`src/design/geq_pkg.sv`:
```
// Shared types, constants and a lookup function for the gesture event qualifier.
package geq_pkg;

   localparam int SlotCount    = 8;
   localparam int SlotBits     = $clog2(SlotCount);
   localparam int GestureBits  = 8;
   localparam int NowBits      = 32;
   localparam int MsBits       = 16;
   localparam int RotBits      = 2;
   localparam int CmdBits      = 3;
   localparam int CsrIndexBits = 8;
   localparam int CsrDataBits  = 16;
   localparam int DefTimeBits  = 32;

   typedef enum logic [CsrIndexBits-1:0] {
      REG_ENABLE    = 8'd0,
      REG_ROTATION  = 8'd1,
      REG_COOLDOWN  = 8'd2,
      REG_DEBOUNCE  = 8'd3
   } csr_index_type;

   typedef enum logic [CmdBits-1:0] {
      CMD_VOL_UP   = 3'd0,
      CMD_VOL_DOWN = 3'd1,
      CMD_STOP     = 3'd2,
      CMD_RIGHT    = 3'd3,
      CMD_FORWARD  = 3'd4,
      CMD_BACKWARD = 3'd5,
      CMD_CW       = 3'd6,
      CMD_CCW      = 3'd7
   } command_type;

   // Fixed gesture masks for the non-directional commands.
   localparam logic [GestureBits-1:0] MASK_FWD  = 8'h10;
   localparam logic [GestureBits-1:0] MASK_BACK = 8'h20;
   localparam logic [GestureBits-1:0] MASK_CW   = 8'h40;
   localparam logic [GestureBits-1:0] MASK_CCW  = 8'h80;

   typedef struct packed {
      logic [GestureBits-1:0] up;
      logic [GestureBits-1:0] down;
      logic [GestureBits-1:0] left;
      logic [GestureBits-1:0] right;
   } dir_masks_type;

   typedef struct packed {
      logic                nonzero;
      logic [SlotBits-1:0] slot;
      command_type         command;
   } decode_type;

   // Direction masks for each mounting angle: the sensor's raw direction bits are
   // rotated so that "up" always means up for the user.
   function automatic dir_masks_type dir_masks(input logic [RotBits-1:0] rot);
      dir_masks_type m;
      case (rot)
         2'd0:    m = '{up: 8'h08, down: 8'h04, left: 8'h01, right: 8'h02};
         2'd1:    m = '{up: 8'h01, down: 8'h02, left: 8'h04, right: 8'h08};
         2'd2:    m = '{up: 8'h04, down: 8'h08, left: 8'h02, right: 8'h01};
         2'd3:    m = '{up: 8'h02, down: 8'h01, left: 8'h08, right: 8'h04};
         default: m = '{up: 8'h08, down: 8'h04, left: 8'h01, right: 8'h02};
      endcase
      return m;
   endfunction

endpackage

```
`src/design/gesture_event_qualifier.sv`:
```
// Top level of the gesture event qualifier: debounce, cooldown and command output.
//
// The qualifier takes one transfer per clock on the req_ channel while req_stall
// is low and delivers a command on the rsp_ channel: the input register takes the
// sample, then the decode, the cooldown and debounce compares and the timestamp
// update all happen combinationally between the input and result registers, so
// a new gesture sample can be taken every cycle. Each sample is a raw gesture
// flag byte and a free-running millisecond time. While enable is low every
// sample is dropped. The first sample seen while enabled after reset is dropped as
// well. A zero byte yields nothing. Otherwise the gesture is suppressed if less
// than cooldown_ms has passed since the last accepted gesture, or less than
// debounce_ms since the last accepted gesture in the slot of its lowest set bit;
// all time differences wrap at 2^TIME_BITS. An accepted gesture updates both
// timestamps and yields one command code. The result register and input register
// act as two independent stages, so req_stall is raised only when a sample waits
// in the input register while a finished command is held by rsp_stall. Registers
// are written through the csr_ channel, which is always ready; they should only be
// changed while no sample is in flight. Writes to unknown indexes are ignored.
module gesture_event_qualifier #(
   parameter int TIME_BITS = geq_pkg::DefTimeBits
) (
   input  logic                             clock,
   input  logic                             reset,

   input  logic                             req_valid,
   output logic                             req_stall,
   input  logic [geq_pkg::GestureBits-1:0]  req_gesture_bits,
   input  logic [geq_pkg::NowBits-1:0]      req_now_ms,

   output logic                             rsp_valid,
   input  logic                             rsp_stall,
   output logic [geq_pkg::CmdBits-1:0]      rsp_command,

   input  logic                             csr_valid,
   output logic                             csr_ready,
   input  logic [geq_pkg::CsrIndexBits-1:0] csr_index,
   input  logic [geq_pkg::CsrDataBits-1:0]  csr_wdata
);

   // Configuration registers.
   logic                          enable_ff;
   logic [geq_pkg::RotBits-1:0]   rotation_ff;
   logic [geq_pkg::MsBits-1:0]    cooldown_ff;
   logic [geq_pkg::MsBits-1:0]    debounce_ff;

   // Input stage.
   logic                              s1_valid_ff, s1_valid_in;
   logic [geq_pkg::GestureBits-1:0]   s1_bits_ff;
   logic [geq_pkg::NowBits-1:0]       s1_now_ff;

   // Qualifier state.
   logic                  first_pending_ff, first_pending_in;
   logic [TIME_BITS-1:0]  any_last_ff, any_last_in;
   logic [TIME_BITS-1:0]  slot_last_ff [geq_pkg::SlotCount];

   // Result stage.
   logic                          rsp_valid_ff, rsp_valid_in;
   logic [geq_pkg::CmdBits-1:0]   rsp_command_ff;

   logic                  out_free;
   logic                  s1_fire;
   logic                  emit;
   logic [TIME_BITS+geq_pkg::NowBits-1:0] now_ext;
   logic [TIME_BITS-1:0]  now_t;
   logic [TIME_BITS-1:0]  any_diff;
   logic [TIME_BITS-1:0]  slot_diff;
   logic                  cool_ok;
   logic                  deb_ok;
   geq_pkg::decode_type   dec;

   // Configuration port.
   assign csr_ready = 1'b1;

   always_ff @(posedge clock) begin
      if (reset) begin
         enable_ff   <= 1'b0;
         rotation_ff <= '0;
         cooldown_ff <= '0;
         debounce_ff <= '0;
      end else if (csr_valid && csr_ready) begin
         case (geq_pkg::csr_index_type'(csr_index))
            geq_pkg::REG_ENABLE:   enable_ff   <= csr_wdata[0];
            geq_pkg::REG_ROTATION: rotation_ff <= csr_wdata[geq_pkg::RotBits-1:0];
            geq_pkg::REG_COOLDOWN: cooldown_ff <= csr_wdata[geq_pkg::MsBits-1:0];
            geq_pkg::REG_DEBOUNCE: debounce_ff <= csr_wdata[geq_pkg::MsBits-1:0];
            default: ;
         endcase
      end
   end

   // Handshake. The input stage moves whenever the result register can take
   // whatever it produces.
   assign out_free  = !rsp_valid_ff || !rsp_stall;
   assign req_stall = s1_valid_ff && !out_free;
   assign s1_fire   = s1_valid_ff && out_free;
   assign s1_valid_in = req_stall ? s1_valid_ff : req_valid;

   always_ff @(posedge clock) begin
      if (reset) begin
         s1_valid_ff <= 1'b0;
      end else begin
         s1_valid_ff <= s1_valid_in;
      end
   end

   always_ff @(posedge clock) begin
      if (req_valid && !req_stall) begin
         s1_bits_ff <= req_gesture_bits;
         s1_now_ff  <= req_now_ms;
      end
   end

   geq_decode u_decode (
      .bits     (s1_bits_ff),
      .rotation (rotation_ff),
      .decode   (dec)
   );

   // Time is zero-extended or truncated to the timestamp width.
   assign now_ext   = {{TIME_BITS{1'b0}}, s1_now_ff};
   assign now_t     = now_ext[TIME_BITS-1:0];
   assign any_diff  = now_t - any_last_ff;
   assign slot_diff = now_t - slot_last_ff[dec.slot];
   assign cool_ok   = any_diff >= TIME_BITS'(cooldown_ff);
   assign deb_ok    = slot_diff >= TIME_BITS'(debounce_ff);

   assign emit = enable_ff && !first_pending_ff && dec.nonzero && cool_ok && deb_ok;

   always_comb begin
      first_pending_in = first_pending_ff;
      any_last_in      = any_last_ff;
      if (s1_fire && enable_ff) begin
         first_pending_in = 1'b0;
      end
      if (s1_fire && emit) begin
         any_last_in = now_t;
      end
   end

   always_ff @(posedge clock) begin
      if (reset) begin
         first_pending_ff <= 1'b1;
         any_last_ff      <= '0;
         for (int k = 0; k < geq_pkg::SlotCount; k++) begin
            slot_last_ff[k] <= '0;
         end
      end else begin
         first_pending_ff <= first_pending_in;
         any_last_ff      <= any_last_in;
         if (s1_fire && emit) begin
            slot_last_ff[dec.slot] <= now_t;
         end
      end
   end

   // Result register.
   assign rsp_valid_in = out_free ? (s1_fire && emit) : rsp_valid_ff;

   always_ff @(posedge clock) begin
      if (reset) begin
         rsp_valid_ff <= 1'b0;
      end else begin
         rsp_valid_ff <= rsp_valid_in;
      end
   end

   always_ff @(posedge clock) begin
      if (s1_fire && emit) begin
         rsp_command_ff <= dec.command;
      end
   end

   assign rsp_valid   = rsp_valid_ff;
   assign rsp_command = rsp_command_ff;

   // A new command appears only right after a qualified gesture left the input stage.
   a_rsp_from_emit: assert property (@(posedge clock) disable iff (reset)
      $rose(rsp_valid_ff) |-> $past(s1_fire && emit))
      else $error("result appeared without a qualified gesture");

   // An emitted gesture stamps the global timestamp with its own time.
   a_stamp_update: assert property (@(posedge clock) disable iff (reset)
      (s1_fire && emit) |=> (any_last_ff == $past(now_t)))
      else $error("timestamp not updated on an accepted gesture");

   // Once the first sample has been dropped, the flag never comes back.
   a_first_once: assert property (@(posedge clock) disable iff (reset)
      !first_pending_ff |=> !first_pending_ff)
      else $error("first-sample flag set again");

   // A disabled qualifier leaves its state untouched.
   a_disabled_quiet: assert property (@(posedge clock) disable iff (reset)
      (s1_fire && !enable_ff) |=> ($stable(any_last_ff) && $stable(first_pending_ff)))
      else $error("state changed while disabled");

endmodule

```
`src/design/geq_decode.sv`:
```
// Gesture byte decode: lowest set slot and the prioritized command code.
module geq_decode (
   input  logic [geq_pkg::GestureBits-1:0] bits,
   input  logic [geq_pkg::RotBits-1:0]     rotation,
   output geq_pkg::decode_type             decode
);

   geq_pkg::dir_masks_type masks;
   logic [geq_pkg::SlotBits-1:0] slot;

   assign masks = geq_pkg::dir_masks(rotation);

   // Lowest set bit picks the debounce slot.
   always_comb begin
      slot = '0;
      for (int k = geq_pkg::GestureBits - 1; k >= 0; k--) begin
         if (bits[k]) begin
            slot = geq_pkg::SlotBits'(k);
         end
      end
   end

   always_comb begin
      decode.nonzero = |bits;
      decode.slot    = slot;
      if ((bits & masks.up) != '0) begin
         decode.command = geq_pkg::CMD_VOL_UP;
      end else if ((bits & masks.down) != '0) begin
         decode.command = geq_pkg::CMD_VOL_DOWN;
      end else if ((bits & masks.left) != '0) begin
         decode.command = geq_pkg::CMD_STOP;
      end else if ((bits & masks.right) != '0) begin
         decode.command = geq_pkg::CMD_RIGHT;
      end else if ((bits & geq_pkg::MASK_FWD) != '0) begin
         decode.command = geq_pkg::CMD_FORWARD;
      end else if ((bits & geq_pkg::MASK_BACK) != '0) begin
         decode.command = geq_pkg::CMD_BACKWARD;
      end else if ((bits & geq_pkg::MASK_CW) != '0) begin
         decode.command = geq_pkg::CMD_CW;
      end else if ((bits & geq_pkg::MASK_CCW) != '0) begin
         decode.command = geq_pkg::CMD_CCW;
      end else begin
         decode.command = geq_pkg::CMD_VOL_UP;
      end
   end

endmodule

```
`config.mk`:
```
export PLATFORM = sky130hd
export DESIGN_NAME = gesture_event_qualifier
export DESIGN_NICKNAME = d
export VERILOG_FILES = /design/src/design/geq_pkg.sv /design/src/design/gesture_event_qualifier.sv /design/src/design/geq_decode.sv
export SDC_FILE = /design/constraint.sdc
export NUM_CORES = 1
export LEC_CHECK = 0
export BUFFER_PORTS_ARGS = -buffer_cell sky130_fd_sc_hd__buf_2
export CORE_ASPECT_RATIO = 1.5
export CORE_MARGIN = 1.5
export CORE_UTILIZATION = 60
export CTS_CLUSTER_DIAMETER = 150
export DETAILED_ROUTE_END_ITERATION = 16
export PLACE_DENSITY = 0.78
export SETUP_SLACK_MARGIN = 0.3
export SKIP_LAST_GASP = 1
export SLEW_MARGIN = 20
export SYNTH_ARGS = -nofsm -noshare
export SYNTH_HDL_FRONTEND = slang
export SYNTH_SLANG_ARGS = --single-unit
export TNS_END_PERCENT = 10
```
`constraint.sdc`:
```
create_clock -name clock -period 15.6 [get_ports clock]
set_input_delay 0.78 -clock clock [delete_from_list [all_inputs] [get_ports clock]]
set_output_delay 0.78 -clock clock [all_outputs]
set_load 0.005 [all_outputs]
```
==> reports/metrics.json <==
{
  "power.density": {"value": 107.1, "unit": "nW/um^2"},
  "worst_hold_path_type": {"value": "in -> reg"},
  "synth_cells": {"value": 1924},
  "clk_pin_slew_worst_paths": {"value": 0.06, "unit": "ns"},
  "wirelength": {"value": 54570, "unit": "um"},
  "grt_util_all_layers": {"value": 30.23, "unit": "%"},
  "grt_first_pass_wirelength": {"value": 83320, "unit": "um"},
  "gp_routability_congestion": {"value": 0.9298},
  "die_area": {"value": 36400, "unit": "um^2"},
  "max_slew_margin": {"value": 27.82, "unit": "%"},
  "cts_tree": {"value": "done"},
  "synthMuxAreaShare": {"value": 2.526, "unit": "%"},
  "detailed_place.area": {"value": 21420, "unit": "um^2"},
  "fin_ws": {"value": 6.363, "unit": "ns"},
  "vias_per_cell": {"value": 6.387},
  "grt_pass1_vias": {"value": 15350},
  "worstHoldEndpoint": {"value": "now_t[0]"},
  "synth.top_cells.by_area": {"value": "sky130_fd_sc_hd__edfxtp_1, sky130_fd_sc_hd__nor3_2, sky130_fd_sc_hd__dfxtp_1"},
  "boundaryPins": {"value": 75},
  "yosys.area.top_type": {"value": "sky130_fd_sc_hd__edfxtp_1"},
  "timing.fmax": {"value": 108.3, "unit": "MHz"},
  "clock-root-buffer": {"value": "sky130_fd_sc_hd__clkbuf_16"},
  "post-route-drc-count": {"value": 0},
  "cap_violations": {"value": 0},
  "synth_seq_cells": {"value": 369},
  "cts_resized": {"value": 0},
  "post_route_clock_period_utilization": {"value": 59.21, "unit": "%"},
  "layout-drive-gt1-share": {"value": 20.29, "unit": "%"},
  "rsz0062_at_grt": {"value": "false"},
  "ys_dominant_reg_cell": {"value": "sky130_fd_sc_hd__edfxtp_1"},
  "layout.core_utilization": {"value": 64.58, "unit": "%"},
  "peakVddDrop": {"value": 0.06813, "unit": "mV"},
  "timing.critical_path.mode_cell": {"value": "sky130_fd_sc_hd__o21ai_0"},
  "end_kind": {"value": "register"},
  "setup_total_negative_slack": {"value": 0, "unit": "ns"},
  "synthDominantCellAreaShare": {"value": 42.46, "unit": "%"},
  "grt_max_degree": {"value": 165},
  "synth.yosys.seq_area_share": {"value": 49.09, "unit": "%"},
  "cp_slowest_cell": {"value": "sky130_fd_sc_hd__buf_12"},
  "post_synth.cell_area_avg": {"value": 10.99, "unit": "um^2"},
  "yosysMostFrequentCell": {"value": "sky130_fd_sc_hd__edfxtp_1"},
  "ff2ff_setup_slack": {"value": 6.36, "unit": "ns"},
  "cpPeakStageDelay": {"value": 0.62, "unit": "ns"},
  "result_of_the_run": {"value": "completed"},
  "syn_area": {"value": 21150, "unit": "um^2"},
  "cts_made_buffers": {"value": 36},
  "timing.setup.critical_path_class": {"value": "reg -> reg"},
  "first_pass_iters": {"value": 5},
  "synth_xor_area_share": {"value": 1.947, "unit": "%"},
  "antenna_found_initial": {"value": 0},
  "final_hold_viol_count": {"value": 0},
  "worst-path-max-fanout": {"value": 134},
  "ctsLongestPathBuffers": {"value": 3},
  "largest_family_of_logic_cells_by_synthesized_area": {"value": "simple AND/OR/NAND/NOR gates"},
  "yosysWarnings": {"value": 0},
  "number_of_synthesized_flops_with_an_enable_pin": {"value": 299},
  "globalRoute.totalOverflow": {"value": 0},
  "p_leak": {"value": 7.512, "unit": "nW"},
  "area_delta_synth_final": {"value": 6.568, "unit": "%"},
  "worstReg2RegEnd": {"value": "slot_last_ff[6][22]"},
  "effective_utilization_at_floorplan": {"value": 60.60, "unit": "%"},
  "worstMarginPinSlew": {"value": 1.080, "unit": "ns"},
  "clk_latency": {"value": 0.55, "unit": "ns"},
  "clock_sink_count": {"value": 369},
  "synth_simple_gate_area_share": {"value": 20.95, "unit": "%"},
  "wl_per_cell": {"value": 22.74, "unit": "um"},
  "port_buffers": {"value": 73},
  "vias": {"value": 15330},
  "final_net_count": {"value": 2065},
  "chipHeight": {"value": 232.9, "unit": "um"},
  "critPathRequiredTime": {"value": 15.74, "unit": "ns"},
  "h-tree-depth": {"value": 2},
  "post_synth_cell_types": {"value": 77},
  "synth_compound_area_share": {"value": 13.19, "unit": "%"},
  "min_period": {"value": 9.237, "unit": "ns"},
  "ff2ff_path_depth": {"value": 30},
  "dr.first_iter.drc_count": {"value": 1670},
  "die_width": {"value": 156.3, "unit": "um"},
  "cts-hold-fix-buffers": {"value": 0},
  "placement_rows": {"value": 84},
  "r2r-start": {"value": "s1_bits_ff[1]"},
  "core-area": {"value": 34890, "unit": "um^2"},
  "worst_setup_path_start_kind": {"value": "register"},
  "synth_async_sr_flop_share": {"value": 0, "unit": "%"},
  "place.detailed.hpwl": {"value": 36540, "unit": "um"},
  "cts_setup_buffers": {"value": 0},
  "timing.critical_path.arrival": {"value": 9.38, "unit": "ns"},
  "design_area": {"value": 22540, "unit": "um^2"},
  "report.final.setup_viol": {"value": 0},
  "synthAdderAreaFrac": {"value": 5.751, "unit": "%"},
  "syn_nets": {"value": 2089},
  "post-place-ws": {"value": 6.531, "unit": "ns"},
  "worstSetupStartpoint": {"value": "s1_bits_ff[1]"},
  "drt.antenna.violating_nets": {"value": 0},
  "hold_depth": {"value": 1},
  "n_antenna_cell": {"value": 0},
  "clock_skew": {"value": 0.01241, "unit": "ns"},
  "final-max-slew-violation-count": {"value": 0},
  "hp-start": {"value": "req_now_ms[0]"},
  "netlist_top_cells_count": {"value": "sky130_fd_sc_hd__edfxtp_1, sky130_fd_sc_hd__nor3_2, sky130_fd_sc_hd__nand2_1, sky130_fd_sc_hd__a21oi_1, sky130_fd_sc_hd__ha_1"},
  "finalPower": {"value": 2.413, "unit": "mW"}
}
==> worst max path at each step <==
stage,end,slack (ns),cells after the start
2_1_floorplan,slot_last_ff[1][0],8.08,32
3_3_place_gp,slot_last_ff[3][27],6.69,31
3_5_place_dp,slot_last_ff[3][22],6.53,31
4_1_cts,slot_last_ff[3][27],6.44,31
5_1_grt,slot_last_ff[3][27],5.69,31
6_report,slot_last_ff[6][22],6.36,30
==> worst max-delay path, delay by kind of cell (launching register included) <==
| kind | cells | cell delay [ns] |
|---|---|---|
| buf+inv | 2 | 1.03 |
| compound gates | 16 | 3.47 |
| fa+ha+maj | 2 | 0.69 |
| mux | 1 | 0.29 |
| flops | 1 | 0.48 |
| simple gates | 9 | 2.70 |
==> kinds of logic (layout without fill, tap and decap cells) <==
logic type	after synthesis	after routing
AOI/OAI and AO/OA	420	420
adders and majority gates	96	96
other	1	1
buffers and inverters	251	254
DFF	369	369
xor gates and xnor gates	47	47
muxes	52	52
and+or+nand+nor	688	688
==> power breakdown <==
part           internal (mW)  switching [mW]  total (mW)
combinational          0.158           0.292       0.450
clock                  0.475           0.373       0.849
sequential              1.09          0.0203        1.11
total                   1.73           0.685        2.41
==> metrics by stage <==
stage,hold slack [ns],std cells
2_1_floorplan,0.4279,1924
3_3_place_gp,0.4381,2335
3_5_place_dp,0.4430,2335
4_1_cts,0.3894,2400
5_1_grt,0.3978,2400
6_report,0.4062,2400
==> flip-flops by register name (all words and copies together) (netlist names), 2 cells and up <==
signal / cells
slot_last_ff: 256
any_last_ff: 32
now_t: 32
cooldown_ff: 16
debounce_ff: 16
s1_bits_ff: 8
rsp_command: 3
rotation_ff: 2
==> cell type report <==
type	instances	area [um^2]
inverters	89	334.1
fillers	2708	12360
flip-flops and latches	369	10380
well taps	473	591.8
repair buffers	100	593.1
multi-input cells	1304	9522
clock buffers	53	984.7
clock inverters	12	130.1
==> cell usage in the layout (no fill, tap or decap), types with 6 or more instances in the layout <==
master | synthesis | layout
sky130_fd_sc_hd__a211oi_1 | 12 | 12
sky130_fd_sc_hd__a21o_1 | 19 | 19
sky130_fd_sc_hd__a21oi_1 | 136 | 135
sky130_fd_sc_hd__a221oi_1 | 10 | 10
sky130_fd_sc_hd__a222oi_1 | 26 | 26
sky130_fd_sc_hd__a22oi_1 | 44 | 44
sky130_fd_sc_hd__a31oi_1 | 15 | 15
sky130_fd_sc_hd__and2_1 | 6 | 6
sky130_fd_sc_hd__and3_1 | 8 | 8
sky130_fd_sc_hd__buf_2 | 12 | 73
sky130_fd_sc_hd__buf_4 | 4 | 25
sky130_fd_sc_hd__clkbuf_1 | 84 | 15
sky130_fd_sc_hd__clkbuf_16 | 0 | 36
sky130_fd_sc_hd__dfxtp_1 | 70 | 70
sky130_fd_sc_hd__edfxtp_1 | 299 | 299
sky130_fd_sc_hd__ha_1 | 94 | 94
sky130_fd_sc_hd__inv_1 | 89 | 89
sky130_fd_sc_hd__mux2_2 | 11 | 11
sky130_fd_sc_hd__mux2i_1 | 41 | 41
sky130_fd_sc_hd__nand2_1 | 146 | 142
sky130_fd_sc_hd__nand2b_1 | 80 | 79
sky130_fd_sc_hd__nand3_1 | 33 | 32
sky130_fd_sc_hd__nand4_1 | 25 | 25
sky130_fd_sc_hd__nor2_1 | 64 | 64
sky130_fd_sc_hd__nor2b_1 | 13 | 11
sky130_fd_sc_hd__nor3_1 | 76 | 75
sky130_fd_sc_hd__nor3_2 | 200 | 201
sky130_fd_sc_hd__nor4_1 | 13 | 13
sky130_fd_sc_hd__o211ai_1 | 12 | 12
sky130_fd_sc_hd__o21a_1 | 6 | 6
sky130_fd_sc_hd__o21ai_0 | 53 | 53
sky130_fd_sc_hd__o21ai_1 | 7 | 7
sky130_fd_sc_hd__o21bai_4 | 0 | 8
sky130_fd_sc_hd__o22ai_1 | 19 | 19
sky130_fd_sc_hd__o31ai_1 | 6 | 6
sky130_fd_sc_hd__xnor2_1 | 30 | 30
sky130_fd_sc_hd__xor2_1 | 17 | 17
==> metal layers <==
layer	wire length, um	track usage (%)	up-vias
met5	0	0	-
met4	3493	19.08	0
met3	3300	3.911	181
met2	27310	51.67	600
met1	20460	35.94	7451
li1	-	-	7097
Note: power is estimated with default switching activity, not from simulation.
